## src/rtl/bba_pkg.sv

```systemverilog
// Shared types and constants of the bitmap block allocator.
`default_nettype none

package bba_pkg;

  // Field widths of the item ports and the register port.
  localparam int BLK_W  = 16;
  localparam int CNT_W  = 17;
  localparam int ACT_W  = 3;
  localparam int STAT_W = 2;
  localparam int APB_AW = 3;
  localparam int APB_DW = 32;

  // Action codes of an input item.
  localparam logic [ACT_W-1:0] ACT_FORMAT  = 3'd0;
  localparam logic [ACT_W-1:0] ACT_ALLOC   = 3'd1;
  localparam logic [ACT_W-1:0] ACT_RELEASE = 3'd2;
  localparam logic [ACT_W-1:0] ACT_READ    = 3'd3;
  localparam logic [ACT_W-1:0] ACT_WRITE   = 3'd4;

  // Status codes of a result item.
  localparam logic [STAT_W-1:0] ST_OK       = 2'd0;
  localparam logic [STAT_W-1:0] ST_NO_SPACE = 2'd1;
  localparam logic [STAT_W-1:0] ST_RANGE    = 2'd2;

  // Register index, taken from address bit 2.
  localparam logic REG_TOTAL    = 1'b0;
  localparam logic REG_RESERVED = 1'b1;

  localparam logic [CNT_W-1:0] TOTAL_RESET = 17'h10000;
  localparam logic [CNT_W-1:0] COUNT_MAX   = 17'h1FFFF;

  // Datapath operations issued by the controller.
  localparam int OP_W = 4;
  localparam logic [OP_W-1:0] OP_NONE       = 4'd0;
  localparam logic [OP_W-1:0] OP_LOAD       = 4'd1;
  localparam logic [OP_W-1:0] OP_MUL        = 4'd2;
  localparam logic [OP_W-1:0] OP_SPLIT      = 4'd3;
  localparam logic [OP_W-1:0] OP_SWEEP_INIT = 4'd4;
  localparam logic [OP_W-1:0] OP_SWEEP      = 4'd5;
  localparam logic [OP_W-1:0] OP_FMT_DONE   = 4'd6;
  localparam logic [OP_W-1:0] OP_SCAN_START = 4'd7;
  localparam logic [OP_W-1:0] OP_SCAN_READ  = 4'd8;
  localparam logic [OP_W-1:0] OP_SCAN_NEXT  = 4'd9;
  localparam logic [OP_W-1:0] OP_ALLOC_HIT  = 4'd10;
  localparam logic [OP_W-1:0] OP_ALLOC_MISS = 4'd11;
  localparam logic [OP_W-1:0] OP_BIT_READ   = 4'd12;
  localparam logic [OP_W-1:0] OP_BIT_DONE   = 4'd13;
  localparam logic [OP_W-1:0] OP_PASS       = 4'd14;

  // Command from the controller to the datapath.
  typedef struct packed {
    logic [OP_W-1:0] op;
    logic            use_res;
  } bba_cmd_t;

  // Status from the datapath to the controller.
  typedef struct packed {
    logic [ACT_W-1:0] action;
    logic             in_range;
    logic             free_zero;
    logic             sweep_last;
    logic             past_total;
    logic             word_free;
    logic             next_past;
  } bba_stat_t;

  // Configuration register contents.
  typedef struct packed {
    logic [CNT_W-1:0] total;
    logic [CNT_W-1:0] reserved;
  } bba_cfg_t;

endpackage

`default_nettype wire

```

## src/rtl/bba_cfg.sv

```systemverilog
// Configuration registers of the bitmap block allocator behind an APB-style port.
`default_nettype none

module bba_cfg
  import bba_pkg::*;
(
  input  wire logic              clk,
  input  wire logic              rst_n,
  input  wire logic              psel,
  input  wire logic              penable,
  input  wire logic              pwrite,
  input  wire logic [APB_AW-1:0] paddr,
  input  wire logic [APB_DW-1:0] pwdata,
  output logic      [APB_DW-1:0] prdata,
  output logic                   pready,
  output bba_cfg_t               cfg
);

  logic [CNT_W-1:0] total_r;
  logic [CNT_W-1:0] reserved_r;
  logic             wr_en;
  logic             reg_sel;

  assign wr_en   = psel && penable && pwrite;
  assign reg_sel = paddr[2];
  assign pready  = 1'b1;

  // Register writes complete in the access cycle.
  always_ff @(posedge clk) begin
    if (!rst_n) begin
      total_r    <= TOTAL_RESET;
      reserved_r <= '0;
    end else if (wr_en) begin
      if (reg_sel == REG_TOTAL) begin
        total_r <= pwdata[CNT_W-1:0];
      end else begin
        reserved_r <= pwdata[CNT_W-1:0];
      end
    end
  end

  // Read data mux.
  assign prdata = (reg_sel == REG_TOTAL) ? APB_DW'(total_r) : APB_DW'(reserved_r);

  assign cfg.total    = total_r;
  assign cfg.reserved = reserved_r;

endmodule

`default_nettype wire

```

## config.mk

```make
export PLATFORM = sky130hd
export DESIGN_NAME = bba_cfg
export DESIGN_NICKNAME = d
export VERILOG_FILES = /design/src/rtl/bba_pkg.sv /design/src/rtl/bba_cfg.sv
export SDC_FILE = /design/constraint.sdc
export NUM_CORES = 1
export LEC_CHECK = 0
export ABC_CLOCK_PERIOD_IN_PS = 1100
export BUFFER_PORTS_ARGS = -buffer_cell sky130_fd_sc_hd__buf_4
export CORE_MARGIN = 3
export CORE_UTILIZATION = 42
export DETAILED_ROUTE_END_ITERATION = 10
export PLACE_DENSITY = 0.91
export SLEW_MARGIN = 20
export SYNTH_ARGS = -nofsm -noshare
export SYNTH_HDL_FRONTEND = slang
export SYNTH_SLANG_ARGS = --single-unit
```

## constraint.sdc

```tcl
create_clock -name clk -period 1.1 [get_ports clk]
set_clock_uncertainty 0.1 [all_clocks]
set_input_delay 0 -clock clk [delete_from_list [all_inputs] [get_ports clk]]
set_output_delay 0 -clock clk [all_outputs]
set_load 0.02 [all_outputs]
```

Word level (Yosys, flattened, before mapping)
Cells that the tools add are included.
- muxes and demuxes: 1
- bitwise logic cells: 1
- reduce and logical (&&, ||, !) cells: 4
- operator list (kind ; count):
    two-way mux 17 bit ; 1
    AND reduction 2 bit ; 2
    logical AND 1 bit ; 2
    inverter 1 bit ; 1
- bits in registers: 34
- input bits: 40
- word-level logic and storage cells: 8

Longest topological paths before layout
- depth after elaboration: 3
- mapped depth: 5

Worst setup path after synthesis
OpenSTA, ideal clock, no wires.
- path kind: input to register
- start: in paddr[2]
- end: reg total_r[0]
- setup time: 0.118 ns
- data arrival time: 0.666 ns
- setup slack: 0.216 ns
- cell stages on the path: 5
- buffers on the path: 3
- cell sequence: buf_6 > nand4b_4 > buf_6 > buf_12 > mux2i_1
- cells in the longest elaborated chain, start to end: 2
- ends and longest elaborated chain (element ; RTL line ; RTL):
    start, declared ; bba_cfg.sv:12 ; input wire logic [APB_AW-1:0] paddr,
    inverter 1 bit (no source line) ; n/a ;
    AND reduction 2 bit (no source line) ; n/a ;
    end signal, assigned ; bba_cfg.sv:35 ; total_r <= pwdata[CNT_W-1:0];
    end, declared ; bba_cfg.sv:19 ; logic [CNT_W-1:0] total_r;
Every way passes these cells.
A chain may end at the register's enable or synchronous reset.

Worst setup path in the final report
- start: reg total_r[13]
- end: out prdata[13]
- cells in the longest elaborated chain, start to end: 1
- ends and longest elaborated chain (element ; RTL line ; RTL):
    two-way mux 17 bit ; bba_cfg.sv:43 ; assign prdata = (reg_sel == REG_TOTAL) ? APB_DW'(total_r) : APB_DW'(reserved_r);
    end, declared ; bba_cfg.sv:14 ; output logic [APB_DW-1:0] prdata,
Every way passes these cells.

==> metrics.csv <==
stage,metric,value,unit
status,outcome,"finished, violations left",
status,failing checks,negative setup slack,
clocking,CTS max path bufs,2,
routing,Avg WL per Cell,14.2,µm
layout,area of the multi-input gates,851,µm²
clocking,H-tree depth,2,
clocking,CTS tree,built,
synth,Post-Syn Area,0.00166,mm²
clocking,CTS Root Cell,clkbuf_8,
routing,DRC Markers,0,
worst_hold_path,Hold Crit Class,in -> reg,
pwr,Leakage,1.54,nW
sta,fin crit share,101,%
synth,"FF+latch count, synth",34,
global_routing,global-route wire length before repair,7.09,mm
synth,Synth warnings,0,
floorplanning,die width,68.9,µm
setup_path,CP top delay family,flip-flops,
layout,"commonest non-fill, non-tap cell in the layout",buf_4,
setup_path,Worst Path Max Fanout,3,
layout,Reg area,722,µm²
floorplanning,Core Area,0.00374,mm²
clocking,Skew-Pair Late Insertion Delay,0.26,ns
routing,initial DRC count,92,
global_routing,Total GRT Usage,20.2,%
sta,min Tclk post-route,1.11,ns
sta,Fmax,899,MHz
sta,"Setup violations, final",4,
routing,drt first pass iters,4,
floorplanning,I/O Pins,107,
routing,total number of vias,1531,
global_routing,initial antenna violation count,0,
setup_path,CP Launch Type,register,
setup_path,CP endpoint kind,primary output,
placed_design,routability-driven placement congestion ratio,0.604,
global_routing,largest net degree at the start of global routing,28,
routing,Final ANT Viol Nets,0,
sta,count of pins over their slew limit,0,
placed_design,detailed placer's ending HPWL,2.72,mm
setup_path,Crit-path slowest cell,dfxtp_2,
clocking,Worst-path clk slew,0.06,ns
setup_path,critical path arrival,1.01,ns
setup_path,Worst EP required,1.00,ns
setup_path,"Critical Path, Cell by Cell",mux2_4 > buf_6,
pwr,PwrDens,948,mW/mm²
synth,post-synth cell types,13,
layout,most frequent cells in the layout,"buf_4 (81), nand2_1 (49), mux2i_1 (34), dfxtp_2 (33)",
setup_path,Crit Path Class,reg -> out,
layout,area grow syn2layout,67.4,%
sta,final-report hold violation count,0,
layout,ANT cells,0,
floorplanning,num rows,22,
clocking,Sink Count,34,
flow_run,Max Cap Violations,0,
layout,number of nets in the layout,323,
floorplanning,Die Y,68.9,µm
floorplanning,die area,0.00474,mm²
floorplanning,Initial Utilization,44.4,%
synth,"Avg Cell Area, Syn",9.82,µm²
routing,final wirelength,4.71,mm
placed_design,PortBufs,73,
global_routing,vias in the first global route,1561,
global_routing,GR Overflow Total,0,
sta,RSZ-0062 raised after global routing,true,
setup_path,worst stage delay on the critical path,0.33,ns
sta,final setup margin,-0.0126,ns
layout,layout cell share with drive strength beyond 1,56.5,%
layout,Fill cells,270,
synth,register area share after synthesis,41.0,%
clocking,clock buffer count from CTS,5,
routing,vias per std cell,4.63,
pwr,Max VDD drop,585,µV
setup_path,Bufs and invs on worst path,1,
placed_design,DP Worst Slack,0.155,ns
pwr,Pwr Total,0.00263,W
synth,Mapped Cells,169,
==> power by group <==
part,internal (W),total [W],switching [W]
registers,0.00126,0.00128,0.0000179
logic,0.000270,0.000532,0.000263
clock network,0.000435,0.000821,0.000387
==> area by class of cell <==
cell class	instances	share of cell area [%]
Clock buffer	7	2.75
Multi-Input combinational cell	121	30.6
Sequential cell	34	26.0
Tap cell	48	2.16
Timing Repair Buffer	121	38.5
==> stage by stage <==
stage	cell area, µm²	TNS (ns)	util (%)	hold slack (ns)	std cells
global placement	2200	0	58.7	0.167	281
detailed placement	2200	0	58.7	0.169	281
finish	2780	-0.0156	74.3	0.149	331
global route	2780	-0.361	74.3	0.156	331
floorplan	1710	0	-	0.0388	183
CTS	2710	-0.00936	72.3	0.135	325
==> tightest hold or removal path: stages <==
cell and delay (ns):
buf_4 0.13, nand4b_4 0.09, buf_12 0.18, mux2i_1 0.08
==> registers in the layout, indices dropped and copies added, names as in the netlist <==
signal	flops
reserved_r	17
total_r	17
==> cell usage after synthesis <==
cell type	instances	area, µm²
buf_12	1	20.0
clkbuf_1	5	18.8
buf_4	17	128
nand4b_4	1	23.8
dfxtp_1	34	681
mux2i_1	34	340
conb_1	2	7.51
nor2b_1	2	12.5
nand2_1	50	188
buf_6	3	33.8
nand4_1	1	6.26
buf_2	2	10.0
mux2_2	17	191
==> final timing paths <==
check,from,endpoint,slack (ns),cells past startpoint
setup / recovery,total_r[13],prdata[13],-0.01,2
hold / removal,penable,total_r[16],0.15,4
setup reg to reg,total_r[16],total_r[16],0.25,3
hold reg to reg,total_r[5],total_r[5],0.36,2
==> metal layers <==
metal  up-vias  track usage (%)  routed length (µm)
li1        747                -                   -
met1       722             20.5                1750
met2        54             38.8                2640
met3         8             4.70                 235
met4         0             8.52                  82
met5         -                0                   0
==> timing repair <==
action,CTS,global route
hold buffers,18,0
endpoints found under the setup margin,17,42
hold endpoints to repair,34,0
setup buffers,19,6
gates resized for setup,48,11
==> cell families after synthesis <==
kind of cell  Yosys count  share of synthesized area (%)
simple gates           54                           13.9
mux                    51                           32.0
flops                  34                           41.0
buf+inv                28                           12.7
other cells             2                          0.452
No activity file was read; power rests on OpenSTA's default activity.
