## config.mk

```make
export PLATFORM = sky130hd
export DESIGN_NAME = bba_ctrl
export DESIGN_NICKNAME = d
export VERILOG_FILES = /design/src/rtl/bba_pkg.sv /design/src/rtl/bba_ctrl.sv
export SDC_FILE = /design/constraint.sdc
export NUM_CORES = 1
export LEC_CHECK = 0
export ABC_CLOCK_PERIOD_IN_PS = 4250
export BUFFER_PORTS_ARGS = -buffer_cell sky130_fd_sc_hd__buf_4
export CORE_MARGIN = 2
export CORE_UTILIZATION = 30
export DETAILED_ROUTE_END_ITERATION = 12
export SLEW_MARGIN = 20
export SYNTH_ARGS = -nofsm -noshare
export SYNTH_HDL_FRONTEND = slang
export SYNTH_SLANG_ARGS = --single-unit
```

## constraint.sdc

```tcl
create_clock -name clk -period 4.25 [get_ports clk]
set_clock_uncertainty 0.2 [all_clocks]
set_input_delay 0.2125 -clock clk [delete_from_list [all_inputs] [get_ports clk]]
set_output_delay 0.2125 -clock clk [all_outputs]
set_load 0.03 [all_outputs]
```

## src/rtl/bba_pkg.sv

```systemverilog
// Shared types and constants of the bitmap block allocator.
`default_nettype none

package bba_pkg;

  // Field widths of the item ports and the register port.
  localparam int BLK_W  = 16;
  localparam int CNT_W  = 17;
  localparam int ACT_W  = 3;
  localparam int STAT_W = 2;
  localparam int APB_AW = 3;
  localparam int APB_DW = 32;

  // Action codes of an input item.
  localparam logic [ACT_W-1:0] ACT_FORMAT  = 3'd0;
  localparam logic [ACT_W-1:0] ACT_ALLOC   = 3'd1;
  localparam logic [ACT_W-1:0] ACT_RELEASE = 3'd2;
  localparam logic [ACT_W-1:0] ACT_READ    = 3'd3;
  localparam logic [ACT_W-1:0] ACT_WRITE   = 3'd4;

  // Status codes of a result item.
  localparam logic [STAT_W-1:0] ST_OK       = 2'd0;
  localparam logic [STAT_W-1:0] ST_NO_SPACE = 2'd1;
  localparam logic [STAT_W-1:0] ST_RANGE    = 2'd2;

  // Register index, taken from address bit 2.
  localparam logic REG_TOTAL    = 1'b0;
  localparam logic REG_RESERVED = 1'b1;

  localparam logic [CNT_W-1:0] TOTAL_RESET = 17'h10000;
  localparam logic [CNT_W-1:0] COUNT_MAX   = 17'h1FFFF;

  // Datapath operations issued by the controller.
  localparam int OP_W = 4;
  localparam logic [OP_W-1:0] OP_NONE       = 4'd0;
  localparam logic [OP_W-1:0] OP_LOAD       = 4'd1;
  localparam logic [OP_W-1:0] OP_MUL        = 4'd2;
  localparam logic [OP_W-1:0] OP_SPLIT      = 4'd3;
  localparam logic [OP_W-1:0] OP_SWEEP_INIT = 4'd4;
  localparam logic [OP_W-1:0] OP_SWEEP      = 4'd5;
  localparam logic [OP_W-1:0] OP_FMT_DONE   = 4'd6;
  localparam logic [OP_W-1:0] OP_SCAN_START = 4'd7;
  localparam logic [OP_W-1:0] OP_SCAN_READ  = 4'd8;
  localparam logic [OP_W-1:0] OP_SCAN_NEXT  = 4'd9;
  localparam logic [OP_W-1:0] OP_ALLOC_HIT  = 4'd10;
  localparam logic [OP_W-1:0] OP_ALLOC_MISS = 4'd11;
  localparam logic [OP_W-1:0] OP_BIT_READ   = 4'd12;
  localparam logic [OP_W-1:0] OP_BIT_DONE   = 4'd13;
  localparam logic [OP_W-1:0] OP_PASS       = 4'd14;

  // Command from the controller to the datapath.
  typedef struct packed {
    logic [OP_W-1:0] op;
    logic            use_res;
  } bba_cmd_t;

  // Status from the datapath to the controller.
  typedef struct packed {
    logic [ACT_W-1:0] action;
    logic             in_range;
    logic             free_zero;
    logic             sweep_last;
    logic             past_total;
    logic             word_free;
    logic             next_past;
  } bba_stat_t;

  // Configuration register contents.
  typedef struct packed {
    logic [CNT_W-1:0] total;
    logic [CNT_W-1:0] reserved;
  } bba_cfg_t;

endpackage

`default_nettype wire

```

## src/rtl/bba_ctrl.sv

```systemverilog
// Controller state machine of the bitmap block allocator.
`default_nettype none

module bba_ctrl
  import bba_pkg::*;
(
  input  wire logic      clk,
  input  wire logic      rst_n,
  input  wire logic      start,
  output logic           busy,
  input  wire bba_stat_t stat,
  output bba_cmd_t       cmd
);

  localparam logic [3:0] S_INIT     = 4'd0;
  localparam logic [3:0] S_CLR      = 4'd1;
  localparam logic [3:0] S_IDLE     = 4'd2;
  localparam logic [3:0] S_DISP     = 4'd3;
  localparam logic [3:0] S_SPLIT    = 4'd4;
  localparam logic [3:0] S_BIT_RD   = 4'd5;
  localparam logic [3:0] S_BIT_DONE = 4'd6;
  localparam logic [3:0] S_SWEEP    = 4'd7;
  localparam logic [3:0] S_FMT_DONE = 4'd8;
  localparam logic [3:0] S_SCAN_RD  = 4'd9;
  localparam logic [3:0] S_SCAN_CHK = 4'd10;

  logic [3:0] state_r;
  logic [3:0] state_nxt;

  always_ff @(posedge clk) begin
    if (!rst_n) begin
      state_r <= S_INIT;
    end else begin
      state_r <= state_nxt;
    end
  end

  assign busy = (state_r != S_IDLE);

  // Next state and datapath command.
  always_comb begin
    state_nxt   = state_r;
    cmd.op      = OP_NONE;
    cmd.use_res = 1'b0;
    case (state_r)
      S_INIT: begin
        cmd.op    = OP_SWEEP_INIT;
        state_nxt = S_CLR;
      end
      // Clearing pass after reset: every map word is written with zeros.
      S_CLR: begin
        cmd.op = OP_SWEEP;
        if (stat.sweep_last) begin
          state_nxt = S_IDLE;
        end
      end
      S_IDLE: begin
        if (start) begin
          cmd.op    = OP_LOAD;
          state_nxt = S_DISP;
        end
      end
      S_DISP: begin
        if (stat.action == ACT_FORMAT) begin
          cmd.op    = OP_SWEEP_INIT;
          state_nxt = S_SWEEP;
        end else if (stat.action == ACT_ALLOC) begin
          if (stat.free_zero) begin
            cmd.op    = OP_ALLOC_MISS;
            state_nxt = S_IDLE;
          end else begin
            cmd.op    = OP_SCAN_START;
            state_nxt = S_SCAN_RD;
          end
        end else if ((stat.action inside {ACT_RELEASE, ACT_READ, ACT_WRITE}) &&
                     stat.in_range) begin
          cmd.op    = OP_MUL;
          state_nxt = S_SPLIT;
        end else begin
          cmd.op    = OP_PASS;
          state_nxt = S_IDLE;
        end
      end
      S_SPLIT: begin
        cmd.op    = OP_SPLIT;
        state_nxt = S_BIT_RD;
      end
      S_BIT_RD: begin
        cmd.op    = OP_BIT_READ;
        state_nxt = S_BIT_DONE;
      end
      S_BIT_DONE: begin
        cmd.op    = OP_BIT_DONE;
        state_nxt = S_IDLE;
      end
      // Format pass: reserved bits set, all others cleared.
      S_SWEEP: begin
        cmd.op      = OP_SWEEP;
        cmd.use_res = 1'b1;
        if (stat.sweep_last) begin
          state_nxt = S_FMT_DONE;
        end
      end
      S_FMT_DONE: begin
        cmd.op    = OP_FMT_DONE;
        state_nxt = S_IDLE;
      end
      S_SCAN_RD: begin
        if (stat.past_total) begin
          cmd.op    = OP_ALLOC_MISS;
          state_nxt = S_IDLE;
        end else begin
          cmd.op    = OP_SCAN_READ;
          state_nxt = S_SCAN_CHK;
        end
      end
      // One map word is checked per cycle while the next one is read.
      S_SCAN_CHK: begin
        if (stat.word_free) begin
          cmd.op    = OP_ALLOC_HIT;
          state_nxt = S_IDLE;
        end else if (stat.next_past) begin
          cmd.op    = OP_ALLOC_MISS;
          state_nxt = S_IDLE;
        end else begin
          cmd.op = OP_SCAN_NEXT;
        end
      end
      default: begin
        state_nxt = S_INIT;
      end
    endcase
  end

endmodule

`default_nettype wire

```

# Word-level counts from Yosys, hierarchy flattened
# Cells that the tools add are included.
[op_classes]
n_addsub = 0
multipliers = 0
n_div = 0
n_lt_le_gt_ge = 0
n_eq_ne = 19
n_shift = 0
muxes = 21
n_bitwise = 0
n_reduce_logical = 7
[ops]
columns = ["cell", "count"]
rows = [
  ["4-bit case mux with 10 select lines", 2],
  ["4-bit 2-to-1 mux", 13],
  ["4-bit by 3-bit == test with 1-bit output, second input constant", 4],
  ["4-bit == test, second input constant", 3],
  ["4-bit by 2-bit == test with 1-bit output, second input constant", 2],
  ["3-bit by 2-bit == test with 1-bit output, second input constant", 2],
  ["2-bit 2-to-1 mux", 3],
  ["2-bit inequality test, second input constant", 3],
  ["4-bit by 1-bit == test with 1-bit output, second input constant", 1],
  ["4-bit zero test", 1],
  ["4-bit by 2-bit inequality test with 1-bit output, second input constant", 1],
  ["4-bit AND reduction", 1],
  ["2-bit OR reduction", 2],
  ["3-bit by 1-bit == test with 1-bit output, second input constant", 1],
  ["3-bit == test, second input constant", 1],
  ["3-bit zero test", 1],
  ["3-bit 2-to-1 mux", 1],
  ["3-bit inequality test, second input constant", 1],
  ["3-bit nonzero test", 1],
  ["1-bit 2-to-1 mux", 2],
  ["1-bit logical AND", 1],
]
[word_totals]
regBits = 4
latch_bits = 0
ramBits = 0
mem_bits_ro = 0
input_bits = 12
output_inout_bits = 6
word_cells = 48
memories = 0

# Logic depth before layout (Yosys ltp)
# Gate-level depths: netlist (run 1).
[logic_depth]
depth_word = 7
ltp_mapped = 5
depth_no_buf = 4

# Worst setup path before layout (run 1)
# No wires, ideal clock.
[synth_timing]
path_type = "reg2out"
from = "reg state_r[1]"
to = "out cmd[4] (netlist name)"
arrival_time_ns = 1.852
path_slack_ns = 1.985
stages_incl_launch_ff = 5
n_path_buf = 2
cell_sequence = "dfxtp_1 > buf_2 > buf_2 > nand2_1 > o41ai_1"
[synth_rtl]
columns = ["item", "line_no", "text"]
rows = [
  ["from (decl)", "bba_ctrl.sv:27", "logic [3:0] state_r;"],
  ["from (signal assigned)", "bba_ctrl.sv:34", "state_r <= state_nxt;"],
  ["to (decl)", "bba_ctrl.sv:12", "output bba_cmd_t cmd"],
]

==> results of run 1 <==
==> final timing paths <==
check        startpoint          to  cells past startpoint
max reg2reg  state_r[0]  state_r[3]                      4
min               rst_n  state_r[1]                      2
min reg2reg  state_r[0]  state_r[3]                      2
max          state_r[1]      cmd[4]                      3
==> metrics by stage <==
| step | utilization (%) | instances | total power (W) | worst slack (ns) |
|---|---|---|---|---|
| floorplan | - | 79 | 0.000275 | 1.99 |
| global placement | 39.7 | 116 | 0.000342 | 2.37 |
| detailed placement | 39.7 | 116 | 0.000342 | 2.36 |
| CTS | 41.0 | 119 | 0.000392 | 2.10 |
| global route | 41.0 | 119 | 0.000422 | 1.99 |
| finish | 41.0 | 119 | 0.000390 | 2.11 |
==> critical path, cell delays in order (launching register included) <==
cell and delay, ns:
dfxtp_1 0.67, nand2_1 0.22, o41ai_1 0.39, buf_4 0.22
==> synthesized netlist by cell type, drive strengths merged (2+ instances only) <==
cell	number
nor2b	3
a31oi	2
nand2b	5
o21ai	8
o22ai	3
dfxtp	4
o311ai	2
inv	5
buf	5
o211ai	2
nand2	6
nor3	2
nor2	4
o31ai	3
nand4	2
or3b	2
xor2	2
or4	2
==> power by group <==
group / switching [W] / total (W) / internal, W
Sequential: 0.0000497 / 0.0000985 / 0.0000487
Combinational: 0.000135 / 0.000246 / 0.000111
Clock: 0.0000145 / 0.0000460 / 0.0000315
Total: 0.000200 / 0.000390 / 0.000191
==> cells by family (layout without fill, tap and decap cells) <==
group,Yosys count,count (layout)
AND/OR/NAND/NOR,32,32
AO/OA/AOI/OAI,31,31
buffers and inverters,10,25
XOR/XNOR,2,2
flip-flops,4,4
==> layout make-up <==
| cell class | count | area [um^2] | area share (%) |
|---|---|---|---|
| Multi-Input combinational cell | 65 | 435 | 60.8 |
| Sequential cell | 4 | 80.1 | 11.2 |
| Timing Repair Buffer | 17 | 128 | 17.8 |
| Clock buffer | 3 | 22.5 | 3.15 |
| Tap cell | 25 | 31.3 | 4.37 |
| Inverter | 5 | 18.8 | 2.62 |
==> routing by layer <==
metal	up-vias	part of all wire, %	GRT usage (%)	routed length [um]
li1	337	-	-	-
met1	284	51	23.0	762
met2	19	45	20.0	672
met3	0	4.5	3.46	68
met4	0	0	5.00	0
met5	-	0	0	0
==> impl_metrics.py, run 1 <==
metrics = {
    "cts": {
        "cts_made_buffers": 3,
        "cts.htree.levels": 1,
        "insertion_delay_ns": 0.23,
        "clock_sinks": 4,
        "cts_setup_buffers": 0,
        "clk_pin_slew_ns": 0.04,
        "root_buffer": "clkbuf_4",
        "cts_hold_buf": 0,
        "post_cts_resized": 0,
        "cts_max_path_buffers": 2,
        "tritoncts": "built",
    },
    "final_layout": {
        "fill_cells": 190,
        "largest_register": "state_r",
        "syn_to_final_growth_pct": 28.0,
        "layout-drive-gt1-share_pct": 27.7,
        "final_common_cell": "buf_4",
        "fin_area_um2": 716,
        "reg_top3": "state_r (4)",
        "largest_register_ffs": 4,
        "mostFrequentLayoutCells": "17 x buf_4, 6 x nand2_1, 6 x o21ai_1",
        "antenna_cells": 0,
        "nets": 108,
    },
    "worst_setup_path": {
        "path_max_fanout": 18,
        "start_kind": "flop",
        "r2r_slack_ns": 2.43,
        "cp.required_ns": 3.84,
        "arrival_ns": 1.73,
        "crit_path_end_kind": "output port",
        "criticalPathCategory": "flop to output port",
    },
    "timing": {
        "achievable-frequency_mhz": 466,
        "period_needed_ns": 2.14,
        "fin_tns_setup_ns": 0,
        "finalHoldViolCount": 0,
        "final.period_utilization_pct": 50.5,
        "whs_ns": 0.0749,
        "rsz0062_at_grt": "false",
        "worst_pin_slew_ns": 0.581,
        "relSlewSlack_pct": 61.2,
        "finalMaxSlewViolations": 0,
        "setup_viol": 0,
    },
    "die": {
        "die_area_um2": 2230,
        "rows": 15,
        "start_util_pct": 32.0,
        "dieWidth_um": 47.2,
        "coreArea_um2": 1750,
        "die_y_um": 47.2,
        "pin_count": 18,
    },
    "synth": {
        "synthSimpleGateAreaFrac_pct": 34.2,
        "synth.area.top_cells": "dfxtp_1 14%, o21ai_1 5.4%, buf_2 4.5%",
        "synth.area.mux_share_pct": 0,
        "synthAdderAreaFrac_pct": 0,
        "ys_seq_area_share_pct": 14.3,
        "synth_top_family_by_area": "compound AO/OA/AOI/OAI gates",
        "synth_xor_area_share_pct": 3.13,
        "synth_seq_cells": 4,
        "synth.largest_area_cell": "dfxtp_1",
        "synth_compound_gate_area_share_pct": 40.5,
        "synth_nets": 91,
        "avgSynthCellArea_um2": 7.08,
        "synth_edf_count": 0,
        "syn_inst": 79,
        "synth_ff_type": "dfxtp_1",
        "syn_area_um2": 559,
        "synth_top_area_share_pct": 14.3,
        "synth_cell_type_count": 39,
        "async_flop_share_pct": 0,
        "yosysWarnings": 0,
    },
    "pwr": {
        "vdd_drop_max_uv": 279,
        "p_leak_nw": 0.284,
        "powerDensity_nw_per_um2": 546,
    },
    "global_routing": {
        "antenna_found_initial": 0,
        "grt_max_degree": 19,
        "grt_pass1_vias": 550,
        "grt_pass1_wl_mm": 2.37,
        "grt_util_all_layers_pct": 14.9,
        "grt_remaining_overflow": 0,
    },
    "drt": {
        "drtIter0Drc": 22,
        "via_per_inst": 5.38,
        "routedWlPerCell_um": 12.6,
        "drtAntennaViolNets": 0,
        "drc_errors": 0,
        "dr_total_vias": 640,
        "firstDrtPassIters": 4,
        "wirelength_mm": 1.50,
    },
    "run_status": {
        "status": "finished, final reports clean",
    },
    "placement": {
        "port_buffers": 17,
        "placedInstanceArea_um2": 693,
        "place_congestion": 0.790,
        "dp_hpwl_mm": 1.12,
    },
    "min_path": {
        "min-delay-path-class": "primary input to flop",
    },
    "flow_run": {
        "drv_cap": 0,
    },
}
Note: power is estimated with default switching activity, not from simulation.
==> run 2, diff against run 1 <==
--- a/config.mk
+++ b/config.mk
@@ -5,7 +5,7 @@
 export SDC_FILE = /design/constraint.sdc
 export NUM_CORES = 1
 export LEC_CHECK = 0
-export ABC_CLOCK_PERIOD_IN_PS = 4250
+export ABC_CLOCK_PERIOD_IN_PS = 2090
 export BUFFER_PORTS_ARGS = -buffer_cell sky130_fd_sc_hd__buf_4
 export CORE_MARGIN = 2
 export CORE_UTILIZATION = 30
==> constraint.sdc (replaced) <==
create_clock -name clk -period 2.09 [get_ports clk]
set_clock_uncertainty 0.2 [all_clocks]
set_input_delay 0.1045 -clock clk [delete_from_list [all_inputs] [get_ports clk]]
set_output_delay 0.1045 -clock clk [all_outputs]
set_load 0.03 [all_outputs]
==> run 2 against run 1 <==
Effect of this change: non-clock buffer count increased by 3; setup slack got worse by 2.0 ns; worst hold slack improved by 0.014 ns; highest routed layer is now met4; sequential share of layout area decreased by 0.37 points; critical endpoint is now cmd[3]; critical path depth increased by 1; register-to-register slack got worse by 2.1 ns; cell count increased by 2.5%; total power increased by 110%; sequential cell count unchanged; largest cell class unchanged.
==> impl_metrics.py, run 2 (synthesis gave the netlist of run 1 again) <==
metrics = {
    "final_layout": {
        "syn_to_final_growth_pct": 34.5,
        "largest_register": "state_r",
        "mostFrequentLayoutCells": "18 x buf_4, 6 x nand2_1, 6 x o21ai_1",
        "reg_top3": "state_r (4)",
        "antenna_cells": 0,
        "layout-drive-gt1-share_pct": 29.9,
        "largest_register_ffs": 4,
        "nets": 111,
        "final_common_cell": "buf_4",
        "fill_cells": 205,
    },
    "die": {
        "rows": 15,
        "pin_count": 18,
        "start_util_pct": 32.0,
        "coreArea_um2": 1750,
        "die_area_um2": 2230,
        "dieWidth_um": 47.2,
        "die_y_um": 47.2,
    },
    "global_routing": {
        "grt_util_all_layers_pct": 17.0,
        "grt_pass1_vias": 582,
        "antenna_found_initial": 0,
        "grt_max_degree": 19,
        "grt_remaining_overflow": 0,
        "grt_pass1_wl_mm": 2.66,
    },
    "timing": {
        "fin_tns_setup_ns": 0,
        "relSlewSlack_pct": 63.5,
        "achievable-frequency_mhz": 515,
        "rsz0062_at_grt": "false",
        "period_needed_ns": 1.94,
        "setup_viol": 0,
        "finalHoldViolCount": 0,
        "final.period_utilization_pct": 92.9,
        "finalMaxSlewViolations": 0,
        "worst_pin_slew_ns": 0.543,
    },
    "pwr": {
        "power.net_switching_w": 0.000412,
        "p_seq_share_pct": 23.6,
        "finalPower_w": 0.000817,
        "vdd_drop_max_uv": 518,
        "p_int_w": 0.000405,
        "pwr-share-clk_pct": 11.8,
        "combPwrFrac_pct": 64.7,
        "p_leak_nw": 0.304,
        "powerDensity_nw_per_um2": 1090,
        "swShare_pct": 50.4,
    },
    "placement": {
        "port_buffers": 17,
        "dp_hpwl_mm": 1.26,
        "place_congestion": 0.786,
    },
    "drt": {
        "dr_total_vias": 663,
        "drtAntennaViolNets": 0,
        "firstDrtPassIters": 4,
        "drtIter0Drc": 9,
        "via_per_inst": 5.43,
        "wirelength_mm": 1.57,
        "routedWlPerCell_um": 12.8,
        "drc_errors": 0,
    },
    "min_path": {
        "hold_depth": 4,
        "min_to": "state_r[3]",
        "min-delay-path-class": "primary input to flop",
        "min_from": "stat[0]",
    },
    "worst_setup_path": {
        "path_max_fanout": 18,
        "reg2regPathDepth": 4,
        "criticalPathCategory": "flop to output port",
        "r2r-end": "state_r[3]",
        "r2r-start": "state_r[1]",
        "r2r_slack_ns": 0.35,
        "cp.required_ns": 1.79,
        "arrival_ns": 1.64,
        "start_kind": "flop",
        "crit_path_end_kind": "output port",
    },
    "cts": {
        "insertion_delay_ns": 0.24,
        "cts_setup_buffers": 0,
        "cts_max_path_buffers": 2,
        "clk_pin_slew_ns": 0.03,
        "cts.htree.levels": 1,
        "clock_sinks": 4,
        "tritoncts": "built",
        "cts_made_buffers": 3,
        "root_buffer": "clkbuf_4",
    },
    "flow_run": {
        "drv_cap": 0,
    },
    "run_status": {
        "status": "finished, final reports clean",
    },
}
## run 2: cell count changes in the layout (fill, tap and decap cells not counted)
| cell | before | now |
|---|---|---|
| dlygate4sd3_1 | 0 | 2 |
| buf_4 | 17 | 18 |
| dfxtp_1 | 4 | 3 |
| dfxtp_2 | 0 | 1 |
| o41ai_1 | 1 | 0 |
| o41ai_2 | 0 | 1 |
## run 2: worst max path at each step
stage | cells after the start | start | to | slack (ns)
2_1_floorplan | 4 | state_r[1] | cmd[1] | 0.20
3_3_place_gp | 4 | state_r[0] | state_r[3] | 0.36
3_5_place_dp | 4 | state_r[0] | state_r[3] | 0.30
4_1_cts | 5 | state_r[0] | cmd[2] | 0.08
5_1_grt | 4 | state_r[3] | cmd[3] | 0.02
6_report | 4 | state_r[3] | cmd[3] | 0.15
## run 2: worst max-delay path: stages, from the launching register on
cell	delay [ns]
dfxtp_1	0.64
nand2b_4	0.27
a21boi_0	0.18
o22ai_1	0.12
buf_4	0.20
## run 2: final cells by class
class | count | area (um^2) | share of cell area, %
Timing Repair Buffer | 20 | 155 | 20.6
Multi-Input combinational cell | 65 | 443 | 58.9
Inverter | 5 | 18.8 | 2.50
Clock buffer | 3 | 22.5 | 3.00
Sequential cell | 4 | 81.3 | 10.8
Tap cell | 25 | 31.3 | 4.16
## run 2: layer usage
metal,routed length (um),vias to the layer above,part of all wire (%),track usage [%]
li1,-,344,-,-
met1,764,300,49,24.1
met2,723,17,46,26.6
met3,62,2,4.0,2.31
met4,16,0,1.0,5.00
met5,0,-,0,0
## run 2: stage by stage
stage               instances  setup WS (ns)  area, um^2  utilization, %  hold WS, ns
floorplan                  79          0.198         567               -       0.0549
global placement          117          0.361         708            40.6        0.205
detailed placement        117          0.303         708            40.6        0.211
CTS                       122         0.0807         751            43.0       0.0948
global route              122         0.0202         752            43.1        0.142
finish                    122          0.148         752            43.1       0.0893
## run 2: what timing repair did
item                                   in CTS  in global routing
resized for setup                           0                  1
hold buffers                                2                  0
endpoints found under the hold margin       3                  0
setup endpoints to repair                   0                  3
## run 2: power by group through the flow
stage          Sequential (W)  Combinational, W  Clock [W]
2_1_floorplan        0.000124          0.000441          0
3_3_place_gp         0.000187          0.000526          0
6_report             0.000193          0.000528  0.0000962
3_5_place_dp         0.000190          0.000529          0
4_1_cts              0.000189          0.000533   0.000102
5_1_grt              0.000203          0.000581   0.000103
